$ cat src/design/fce_pkg.sv
package fce_pkg;

    localparam int ADDR_W     = 11;
    localparam int LEVEL_W    = 8;
    localparam int TIME_W     = 32;
    localparam int IVL_W      = 22;
    localparam int PROD_W     = LEVEL_W + IVL_W;
    localparam int CNT_W      = 5;
    localparam int MAX_RESULTS = 64;
    localparam int K_W        = 7;

    // Result status codes.
    typedef enum logic [2:0] {
        ST_UPDATE  = 3'd0,
        ST_STORED  = 3'd1,
        ST_NODIFF  = 3'd2,
        ST_FULL    = 3'd3,
        ST_NOTHING = 3'd4
    } status_t;

    // Input action codes.
    typedef enum logic {
        ACT_ADD  = 1'b0,
        ACT_TICK = 1'b1
    } action_t;

    typedef enum logic [3:0] {
        S_IDLE,
        S_ADD_CHK,
        S_ADD_SCAN,
        S_ADD_DIV,
        S_ADD_WR,
        S_TICK_RD,
        S_TICK_EVAL,
        S_TICK_DIV,
        S_TICK_MUL,
        S_TICK_UPD,
        S_TICK_END
    } state_t;

    // Which result the output register takes.
    typedef enum logic [1:0] {
        EM_NONE,
        EM_PEND,
        EM_PEND_LAST,
        EM_CODE
    } emit_t;

    typedef struct packed {
        logic [ADDR_W-1:0]  address;
        logic [LEVEL_W-1:0] level;
        logic [LEVEL_W-1:0] target;
        logic               down;
        logic [IVL_W-1:0]   interval;
        logic [TIME_W-1:0]  due;
    } entry_t;

    // Commands from the controller to the datapath.
    typedef struct packed {
        logic    in_ready;
        logic    idx_inc;
        logic    div_add;
        logic    div_tick;
        logic    add_wr;
        logic    clr_valid;
        logic    steps_direct;
        logic    steps_div;
        logic    mul;
        logic    upd;
        emit_t   emit;
        status_t code;
    } cmd_t;

    // Status from the datapath to the controller.
    typedef struct packed {
        logic in_fire;
        logic is_tick;
        logic levels_equal;
        logic valid_cur;
        logic idx_last;
        logic walk_end;
        logic rem_zero;
        logic not_due;
        logic direct;
        logic div_done;
        logic out_free;
        logic pend_valid;
    } sts_t;

endpackage

$ cat src/design/fce_ctrl.sv
module fce_ctrl (
    input  logic           clk,
    input  logic           rst_n,
    input  fce_pkg::sts_t  sts,
    output fce_pkg::cmd_t  cmd
);
    import fce_pkg::*;

    state_t state_reg;
    state_t state_next;

    always_ff @(posedge clk or negedge rst_n)
    begin
        if (!rst_n)
            state_reg <= S_IDLE;
        else
            state_reg <= state_next;
    end

    // Next state.
    always_comb
    begin
        state_next = state_reg;
        case (state_reg)
            S_IDLE:
                if (sts.in_fire)
                    state_next = sts.is_tick ? S_TICK_RD : S_ADD_CHK;
            S_ADD_CHK:
                if (!sts.levels_equal)
                    state_next = S_ADD_SCAN;
                else if (sts.out_free)
                    state_next = S_IDLE;
            S_ADD_SCAN:
                if (!sts.valid_cur)
                    state_next = S_ADD_DIV;
                else if (sts.idx_last && sts.out_free)
                    state_next = S_IDLE;
            S_ADD_DIV:
                if (sts.div_done)
                    state_next = S_ADD_WR;
            S_ADD_WR:
                if (sts.out_free)
                    state_next = S_IDLE;
            S_TICK_RD:
                if (sts.walk_end)
                    state_next = S_TICK_END;
                else if (sts.valid_cur)
                    state_next = S_TICK_EVAL;
            S_TICK_EVAL:
                if (sts.rem_zero || sts.not_due)
                    state_next = S_TICK_RD;
                else if (sts.direct)
                    state_next = S_TICK_MUL;
                else
                    state_next = S_TICK_DIV;
            S_TICK_DIV:
                if (sts.div_done)
                    state_next = S_TICK_MUL;
            S_TICK_MUL:
                state_next = S_TICK_UPD;
            S_TICK_UPD:
                if (!sts.pend_valid || sts.out_free)
                    state_next = S_TICK_RD;
            S_TICK_END:
                if (sts.out_free)
                    state_next = S_IDLE;
            default:
                state_next = S_IDLE;
        endcase
    end

    // Commands.
    always_comb
    begin
        cmd      = '0;
        cmd.emit = EM_NONE;
        cmd.code = ST_UPDATE;
        case (state_reg)
            S_IDLE:
                cmd.in_ready = 1'b1;
            S_ADD_CHK:
                if (sts.levels_equal && sts.out_free)
                begin
                    cmd.emit = EM_CODE;
                    cmd.code = ST_NODIFF;
                end
            S_ADD_SCAN:
                if (!sts.valid_cur)
                    cmd.div_add = 1'b1;
                else if (!sts.idx_last)
                    cmd.idx_inc = 1'b1;
                else if (sts.out_free)
                begin
                    cmd.emit = EM_CODE;
                    cmd.code = ST_FULL;
                end
            S_ADD_WR:
                if (sts.out_free)
                begin
                    cmd.add_wr = 1'b1;
                    cmd.emit   = EM_CODE;
                    cmd.code   = ST_STORED;
                end
            S_TICK_RD:
                if (!sts.walk_end && !sts.valid_cur)
                    cmd.idx_inc = 1'b1;
            S_TICK_EVAL:
                if (sts.rem_zero)
                begin
                    cmd.clr_valid = 1'b1;
                    cmd.idx_inc   = 1'b1;
                end
                else if (sts.not_due)
                    cmd.idx_inc = 1'b1;
                else if (sts.direct)
                    cmd.steps_direct = 1'b1;
                else
                    cmd.div_tick = 1'b1;
            S_TICK_DIV:
                if (sts.div_done)
                    cmd.steps_div = 1'b1;
            S_TICK_MUL:
                cmd.mul = 1'b1;
            S_TICK_UPD:
                if (!sts.pend_valid || sts.out_free)
                begin
                    cmd.upd     = 1'b1;
                    cmd.idx_inc = 1'b1;
                    if (sts.pend_valid)
                        cmd.emit = EM_PEND;
                end
            S_TICK_END:
                if (sts.out_free)
                begin
                    if (sts.pend_valid)
                        cmd.emit = EM_PEND_LAST;
                    else
                    begin
                        cmd.emit = EM_CODE;
                        cmd.code = ST_NOTHING;
                    end
                end
            default:
                cmd = '0;
        endcase
    end

endmodule

$ cat config.mk
export PLATFORM = sky130hd
export DESIGN_NAME = fce_ctrl
export DESIGN_NICKNAME = d
export VERILOG_FILES = /design/src/design/fce_pkg.sv /design/src/design/fce_ctrl.sv
export SDC_FILE = /design/constraint.sdc
export NUM_CORES = 1
export LEC_CHECK = 0
export BUFFER_PORTS_ARGS = -buffer_cell sky130_fd_sc_hd__buf_2
export CAP_MARGIN = 0
export CORE_MARGIN = 5
export CORE_UTILIZATION = 47
export CTS_CLUSTER_DIAMETER = 200
export DETAILED_ROUTE_END_ITERATION = 7
export PLACE_DENSITY_LB_ADDON = 0.12
export RECOVER_POWER = 50
export SETUP_SLACK_MARGIN = 0.4
export SLEW_MARGIN = 20
export SYNTH_ARGS = -nofsm -noshare
export SYNTH_HDL_FRONTEND = slang
export SYNTH_SLANG_ARGS = --single-unit
$ cat constraint.sdc
create_clock -name clk -period 2.5 [get_ports clk]
set_clock_uncertainty 0.2 [all_clocks]
set_input_delay 0.25 -clock clk [delete_from_list [all_inputs] [get_ports clk]]
set_output_delay 0.25 -clock clk [all_outputs]
set_load 0.005 [all_outputs]
==> results of run 1 <==
## cell type report
| type | count | share of cell area (%) |
|---|---|---|
| timing repair buffer | 39 | 23.0 |
| clock buffer | 3 | 2.31 |
| tap | 16 | 2.06 |
| sequential | 4 | 10.9 |
| inverter | 4 | 1.54 |
| multi-input combinational | 84 | 60.2 |
## per-layer routing
layer  wire length, µm  GRT usage [%]  vias to the layer above
li1                  -              -                      448
met1              1020           23.2                      422
met2              1180           30.7                       29
met3               131           3.06                        4
met4                27           4.04                        0
met5                 0              0                        -
## worst register-to-register path: stages, from the launching register on
cell,delay [ns]
dfrtp_1,0.47
buf_4,0.20
nor2_4,0.16
nand4b_4,0.14
a221oi_2,0.33
a211oi_2,0.11
mux2_4,0.31
## what timing repair did
action / CTS / global route
gates resized for setup: 4 / 10
buffers inserted: 2 / 5
setup endpoints to repair: 7 / 7
hold buffers: 1 / 0
endpoints found under the hold margin: 4 / 0
pin swaps: 0 / 0
## cell usage after synthesis
| cell | number |
|---|---|
| a221oi_2 | 1 |
| dfrtp_1 | 4 |
| buf_4 | 1 |
| nand4_1 | 1 |
| nand3b_1 | 1 |
| nand4b_4 | 1 |
| nor2b_4 | 1 |
| nor4bb_1 | 1 |
| a22oi_1 | 1 |
| nand2_1 | 13 |
| buf_6 | 3 |
| nor2_4 | 1 |
| nand2b_1 | 4 |
| and4_1 | 1 |
| nor4_2 | 1 |
| or4_1 | 2 |
| buf_2 | 1 |
| a211oi_1 | 3 |
| a211oi_2 | 1 |
| o32ai_1 | 1 |
| o21ai_0 | 7 |
| o32a_1 | 1 |
| a21oi_1 | 6 |
| inv_1 | 4 |
| a21boi_0 | 1 |
| a31oi_1 | 1 |
| nand3_1 | 5 |
| clkbuf_1 | 4 |
| nand2_2 | 1 |
| nor2_1 | 7 |
| nor2b_2 | 1 |
| o221ai_1 | 1 |
| and3_1 | 2 |
| or3b_1 | 1 |
| nor3b_1 | 1 |
| nor3_1 | 5 |
| mux2_4 | 2 |
| nor4_1 | 4 |
| o22ai_1 | 1 |
| nor2b_1 | 3 |
## cell families after synthesis
kind of cell	synth area share, %
AND/OR/NAND/NOR	47.9
AO/OA/AOI/OAI	23.5
buffers and inverters	10.6
flip-flops	13.8
multiplexers	4.15
## power groups by stage
stage	Clock [mW]	Combinational [mW]	Sequential (mW)
final	0.0802	0.775	0.179
after global routing	0.0869	0.848	0.186
after CTS	0.0815	0.654	0.190
after detailed placement	0	0.620	0.193
after global placement	0	0.612	0.191
after floorplan	0	0.577	0.107
## worst paths after layout
check / from / end / slack, ns / cells after the start
setup / recovery: state_reg[3] / cmd[13] / 0.34 / 6
hold / removal: rst_n / state_reg[0] / 0.18 / 2
setup reg to reg: state_reg[3] / state_reg[0] / 0.47 / 6
hold reg to reg: state_reg[0] / state_reg[0] / 0.51 / 1
max in group asynchronous: rst_n / state_reg[0] / 1.72 / 2
min in group clk: sts[1] / state_reg[3] / 0.22 / 2
## stage by stage
| stage | utilization, % | power [mW] | hold slack [ns] | area (µm²) | cells |
|---|---|---|---|---|---|
| floorplan | - | 0.684 | -0.246 | 723 | 101 |
| global placement | 56.7 | 0.803 | -0.145 | 845 | 139 |
| detailed placement | 56.7 | 0.812 | -0.140 | 845 | 139 |
| CTS | 60.3 | 0.926 | 0.155 | 897 | 145 |
| global route | 65.4 | 1.12 | 0.205 | 973 | 150 |
| finish | 65.4 | 1.03 | 0.177 | 973 | 150 |
==> results.yml, run 1 <==
layout:
  layout_commonest_cell: "buf_2"
  area_growth_pct: 34.6
  multi_input_area_um2: 586
  diodes: 0
  nets: 150
  final_cell_mix: "24 x buf_2, 13 x nand2_1, 9 x buf_4"
  drive_above_1_share_pct: 40.3
  fill_cells: 154
  largest_reg_flops: 4
  ff_latch_area_um2: 106
critical_path:
  end_kind: "primary output"
  crit_arrival_ns: 1.71
  startpoint_type: "register"
  path_cells: "nor2b_1 -> nand2_2 -> nor2_1 -> nor3_1 -> nand2_1 -> buf_2"
  crit_type: "register to primary output"
  cp_max_fo: 9
  critPathMaxStageDelay_ns: 0.47
  cpMaxStageDelayCell: "dfrtp_1"
  crit_buf_inv: 1
  cp_top_family: "simple AND/OR/NAND/NOR gates"
  critPathRequiredTime_ns: 2.05
yosys:
  netlist_instances: 101
  synth_top_area_share_pct: 13.8
  yosysTopAreaCell: "dfrtp_1"
  yosys-top-cells-area: "dfrtp_1 14%, nand2_1 6.7%, o21ai_0 4.8%"
  syn_area_per_cell_um2: 7.16
  yosys_warnings: 0
  synth_seq_cells: 4
  ys_seq_area_share_pct: 13.8
  synth.distinct_cells: 40
  syn-num-nets: 115
  syn_area_um2: 723
timing:
  drv_slew: 0
  worstMarginPinSlew_ns: 0.482
  fin_ws_ns: 0.345
  fin_crit_sh_pct: 86.2
  hold_viol_final: 0
  fin_setup_tns_ns: 0
  grt_setup_unrepaired: "yes"
  post-route-min-period_ns: 2.16
  setup_viol: 0
  slew_headroom_pct: 67.8
  clock.fmax_ghz: 0.464
routing:
  post_drt_wl_per_cell_um: 15.7
  postRouteAntennaNets: 0
  drcViolationCount: 0
  vias: 903
  routed_via_density: 6.02
  firstDrtPassIters: 4
  drtIter0Drc: 22
  wirelength_um: 2360
floorplanning:
  initial_utilization_pct: 48.6
  core_area_um2: 1490
  die-height_um: 49.2
  fp.dieW_um: 49.2
  dieArea_um2: 2420
  pin_count: 29
  row_count: 14
grt:
  grt_remaining_overflow: 0
  grt_max_degree: 20
  grt.total_usage_pct: 18.0
  grt_pass1_vias: 812
  antenna_found_initial: 0
  grt_pass1_wl_um: 3580
clock_network:
  cts_tree: "yes"
  worstSkewPairLatency_ns: 0.24
  cts-root-buf: "clkbuf_4"
  numCtsBuffers: 3
  htree_levels: 1
  clockBufferDepth: 2
  clkSinkCount: 4
  clkTransAtPathRegs_ns: 0.04
job:
  cap_violations: 0
power:
  p_per_area_nw_per_um2: 1060
  clkPwrFrac_pct: 7.8
  p_leak_nw: 0.461
  swShare_pct: 49.1
  power_switching_mw: 0.508
  cell_internal_pwr_mw: 0.526
  p_seq_share_pct: 17.3
  ir_worst_vdd_v: 0.000652
  comb_power_share_pct: 74.9
outcome:
  status: "finished, final reports clean"
place:
  portBuffers: 28
  hpwl_um: 1640
  place_ws_ns: 0.364
  gp_congestion: 0.832
hold_path:
  hold_class: "input pin to asynchronous set/reset pin"
(Power assumes the default switching activity.)
==> inputs of run 2 (changes only) <==
CELL_PAD_IN_SITES_DETAIL_PLACEMENT = 1   (was unset)
CELL_PAD_IN_SITES_GLOBAL_PLACEMENT = 1   (was unset)
CORE_MARGIN = unset   (was 5)
CORE_UTILIZATION = 32   (was 47)
==> run 2 against run 1 <==
- sequential share of layout area decreased by 0.56 points
- design area up 3.0%
- worst setup slack improved by 0.068 ns
- sequential power is 10% higher
- die area is 1.3% higher
- cell count up 8.7%
- maximum frequency is 3.3% higher
- critical path depth is the same
- combinational power up 2%
- first-iteration DRC count down 18%
- power grew 3.9%
- critical endpoint is now state_reg[1]
- highest routed layer unchanged
==> results.yml, run 2 (synthesis results as in run 1) <==
grt:
  grt.total_usage_pct: 21.5
  grt_max_degree: 15
  antenna_found_initial: 0
  grt_pass1_vias: 871
  grt_remaining_overflow: 0
  grt_pass1_wl_um: 4040
timing:
  drv_slew: 0
  setup_viol: 0
  clock.fmax_ghz: 0.479
  post-route-min-period_ns: 2.09
  fin_crit_sh_pct: 83.5
  fin_ws_ns: 0.413
  hold_viol_final: 0
  fin_setup_tns_ns: 0
  timing.hold.ws_ns: 0.173
  slew_headroom_pct: 75.5
  grt_setup_unrepaired: "yes"
  worstMarginPinSlew_ns: 0.367
floorplanning:
  core_area_um2: 2040
  dieArea_um2: 2450
  row_count: 16
  pin_count: 29
  die-height_um: 49.5
  fp.dieW_um: 49.5
  initial_utilization_pct: 35.4
layout:
  largest_reg_flops: 4
  area_growth_pct: 38.6
  final_cell_mix: "26 x buf_2, 12 x nand2_1, 8 x buf_4"
  diodes: 0
  layout_commonest_cell: "buf_2"
  drive_above_1_share_pct: 40.4
  nets: 152
routing:
  drtIter0Drc: 18
  postRouteAntennaNets: 0
  vias: 918
  firstDrtPassIters: 4
  wirelength_um: 2600
  routed_via_density: 5.63
  post_drt_wl_per_cell_um: 15.9
  drcViolationCount: 0
place:
  gp_congestion: 0.820
  portBuffers: 28
  place_ws_ns: 0.301
  hpwl_um: 1900
clock_network:
  numCtsBuffers: 3
  htree_levels: 1
  cts-root-buf: "clkbuf_4"
  clkTransAtPathRegs_ns: 0.04
  clockBufferDepth: 2
  worstSkewPairLatency_ns: 0.24
  cts_tree: "yes"
  clkSinkCount: 4
power:
  p_per_area_nw_per_um2: 1070
  ir_worst_vdd_v: 0.000370
  p_leak_nw: 0.486
critical_path:
  crit_arrival_ns: 2.01
  r2r_cells: 6
  cp_max_fo: 8
  crit_type: "register to register"
  startpoint_type: "register"
  end_kind: "register"
  critPathRequiredTime_ns: 2.42
hold_path:
  hold_class: "input pin to asynchronous set/reset pin"
job:
  cap_violations: 0
outcome:
  status: "finished, final reports clean"
[run 2: changes by cell type in the layout (fill, tap and decap cells not counted), sizes merged]
cell    before  now
clkbuf       7    8
buf         34   35
[run 2: layout make-up]
| cell class | instances | area [µm²] |
|---|---|---|
| multi-input cells | 84 | 596 |
| clock buffers | 3 | 22.5 |
| flip-flops and latches | 4 | 104 |
| fillers | 291 | 1040 |
| inverters | 4 | 15.0 |
| repair buffers | 41 | 231 |
| well taps | 27 | 33.8 |
[run 2: path summary, 6_finish.rpt]
kind / startpoint / end / slack, ns
worst max-delay path: state_reg[0] / state_reg[1] / 0.41
worst min-delay path: rst_n / state_reg[0] / 0.17
worst max register to register: state_reg[0] / state_reg[1] / 0.41
worst min register to register: state_reg[2] / state_reg[2] / 0.54
max in group asynchronous: rst_n / state_reg[2] / 1.71
min in group clk: sts[1] / state_reg[3] / 0.24
[run 2: per-layer routing]
layer	GRT usage [%]	wire [µm]	vias to the layer above
met4	8.10	57	0
met2	39.4	1310	25
met5	0	0	-
met3	1.23	78	6
li1	-	-	449
met1	25.8	1150	438
[run 2: worst max-delay path, cell delays in order (launching register included)]
cell,delay (ns)
dfrtp_1,0.47
clkbuf_1,0.17
nor2b_4,0.21
nand4b_4,0.16
a221oi_4,0.34
a211oi_2,0.10
mux2_4,0.31
[run 2: repair_timing]
action / in CTS / in global routing
setup endpoints to repair: 8 / 7
hold buffers: 1 / 0
pin swaps: 1 / 1
endpoints found under the hold margin: 4 / 0
setup buffers: 4 / 1
resized for setup: 7 / 9
[run 2: through the flow]
stage          area, µm²  total power, mW  utilization (%)  cells
2_1_floorplan        723            0.684                -    101
3_3_place_gp         888            0.871             43.5    154
3_5_place_dp         888            0.885             43.5    154
4_1_cts              982             1.04             48.1    162
5_1_grt             1000             1.15             49.1    163
6_report            1000             1.07             49.1    163
[run 2: report_power, final]
part           internal [mW]  switching (mW)
sequential            0.0983          0.0987
combinational          0.380           0.414
clock                 0.0539          0.0296
total                  0.532           0.542
==> inputs of run 3 (changes only) <==
clock period = 2 ns   (was 2.5 ns; I/O delays follow)
==> run 3 against run 2 <==
- the flow now finishes with violations (setup timing)
- non-clock buffer count grew 27
- worst setup slack lost 0.49 ns
- cell count grew 17%
- global-route usage grew 10 points
- power grew 110%
- register-to-register slack lost 0.46 ns
- wire length grew 93%
- design area grew 49%
- flip-flop and latch count is the same
- die area is the same
- core utilization grew 24 points
- clock power grew 43%
- critical path type is now register to primary output
- largest cell class unchanged
==> results.yml, run 3 (synthesis results as in run 1) <==
layout:
  stdcell_count: 190
  ff_latch_area_um2: 105
  diodes: 0
  final_cell_mix: "26 x buf_2, 21 x buf_4, 16 x buf_6"
  utilization_pct: 72.9
  nets: 179
  stdcell_area_um2: 1490
  layout_commonest_cell: "buf_2"
  multi_input_area_um2: 777
  area_growth_pct: 106
  largest_reg_flops: 4
  fill_cells: 219
  drive_above_1_share_pct: 67.5
place:
  dp.cells: 162
  portBuffers: 28
  gp_congestion: 0.877
  hpwl_um: 1960
  placed_cell_area_um2: 988
critical_path:
  end_kind: "primary output"
  r2r_cells: 6
  cp_max_fo: 7
  critPathRequiredTime_ns: 1.60
  startpoint_type: "register"
  r2r-start: "state_reg[3]"
  reg2reg_slack_ns: -0.05
  crit_arrival_ns: 1.68
  rr_endpoint: "state_reg[2]"
  crit_type: "register to primary output"
floorplanning:
  core_area_um2: 2040
  die-height_um: 49.5
  pin_count: 29
  initial_utilization_pct: 35.4
  row_count: 16
  fp.dieW_um: 49.5
  dieArea_um2: 2450
clock_network:
  clkSinkCount: 4
  cts_tree: "yes"
  htree_levels: 1
  worstSkewPairLatency_ns: 0.26
  cts-root-buf: "clkbuf_4"
  clkTransAtPathRegs_ns: 0.04
  numCtsBuffers: 3
  clockBufferDepth: 2
timing:
  setup_viol: 6
  drv_slew: 0
  fin_crit_sh_pct: 104
  hold_viol_final: 0
  worstMarginPinSlew_ns: 0.375
  slew_headroom_pct: 74.9
  fin_ws_ns: -0.0758
  clock.fmax_ghz: 0.482
  post-route-min-period_ns: 2.08
  grt_setup_unrepaired: "yes"
  timing.hold.ws_ns: 0.157
grt:
  grt_pass1_wl_um: 5650
  grt_max_degree: 16
  grt-busiest-layer: "met2"
  gr-usage-met2_pct: 54.1
  grt.total_usage_pct: 31.5
  grt_use_met1_pct: 36.4
  grt_remaining_overflow: 0
  antenna_found_initial: 0
  gr-usage-met3_pct: 4.32
  grt_pass1_vias: 1080
routing:
  wirelength_um: 5010
  routed_via_density: 6.41
  vias: 1218
  drcViolationCount: 0
  firstDrtPassIters: 4
  postRouteAntennaNets: 0
  drtIter0Drc: 57
  post_drt_wl_per_cell_um: 26.4
hold_path:
  hold_class: "input pin to asynchronous set/reset pin"
outcome:
  failed_checks: "setup timing"
  status: "finished, violations left"
power:
  p_per_area_nw_per_um2: 1540
  p_leak_nw: 0.708
  p_total_mw: 2.30
  ir_worst_vdd_v: 0.000926
job:
  cap_violations: 0
## run 3: cell count changes in the layout (fill, tap and decap cells not counted), sizes merged
cell / before / now
buf: 35 / 64
clkbuf: 8 / 6
## run 3: worst max path at each step
stage	startpoint	to	cells past startpoint
after global placement	state_reg[1]	state_reg[0]	6
final	state_reg[0]	cmd[13]	7
after CTS	state_reg[2]	cmd[3]	7
after detailed placement	state_reg[1]	state_reg[1]	6
after global routing	state_reg[2]	cmd[3]	7
after floorplan	state_reg[3]	state_reg[1]	6
## run 3: area by class of cell
cell class                      instances  share of cell area [%]
Multi-Input combinational cell         84                    52.2
Timing Repair Buffer                   68                    35.6
Sequential cell                         4                    7.06
Tap cell                               27                    2.27
Clock buffer                            3                    1.51
Inverter                                4                    1.34
## run 3: through the flow
stage	TNS [ns]	setup slack (ns)
finish	-0.287	-0.0758
global placement	0	0.0398
floorplan	0	0.219
CTS	0	0.0456
global route	-0.523	-0.123
detailed placement	0	0.0138
## run 3: critical path, stage by stage, from the launching register on
cell	delay [ns]
dfrtp_2	0.48
nor2b_4	0.26
buf_6	0.15
nand2_4	0.07
nor2_1	0.21
nor3_2	0.07
nand2_1	0.06
buf_2	0.11
## run 3: timing repair
action,CTS,global route
endpoints found under the hold margin,4,0
pin swaps,19,8
buffers inserted,12,11
setup endpoints to repair,19,19
hold buffers,1,0
gates resized for setup,38,26
cloned,0,1
## run 3: per-layer routing
| metal | share of wire (%) | routed length (µm) | vias to the layer above |
|---|---|---|---|
| li1 | - | - | 506 |
| met1 | 37 | 1850 | 589 |
| met2 | 49 | 2470 | 98 |
| met3 | 8.1 | 405 | 25 |
| met4 | 5.6 | 283 | 0 |
| met5 | 0 | 0 | - |
## run 3: power breakdown
part           switching [mW]  total (mW)  internal [mW]
registers              0.0876       0.213          0.126
clock network          0.0506       0.119         0.0683
logic                   0.999        1.97          0.967
total                    1.14        2.30           1.16
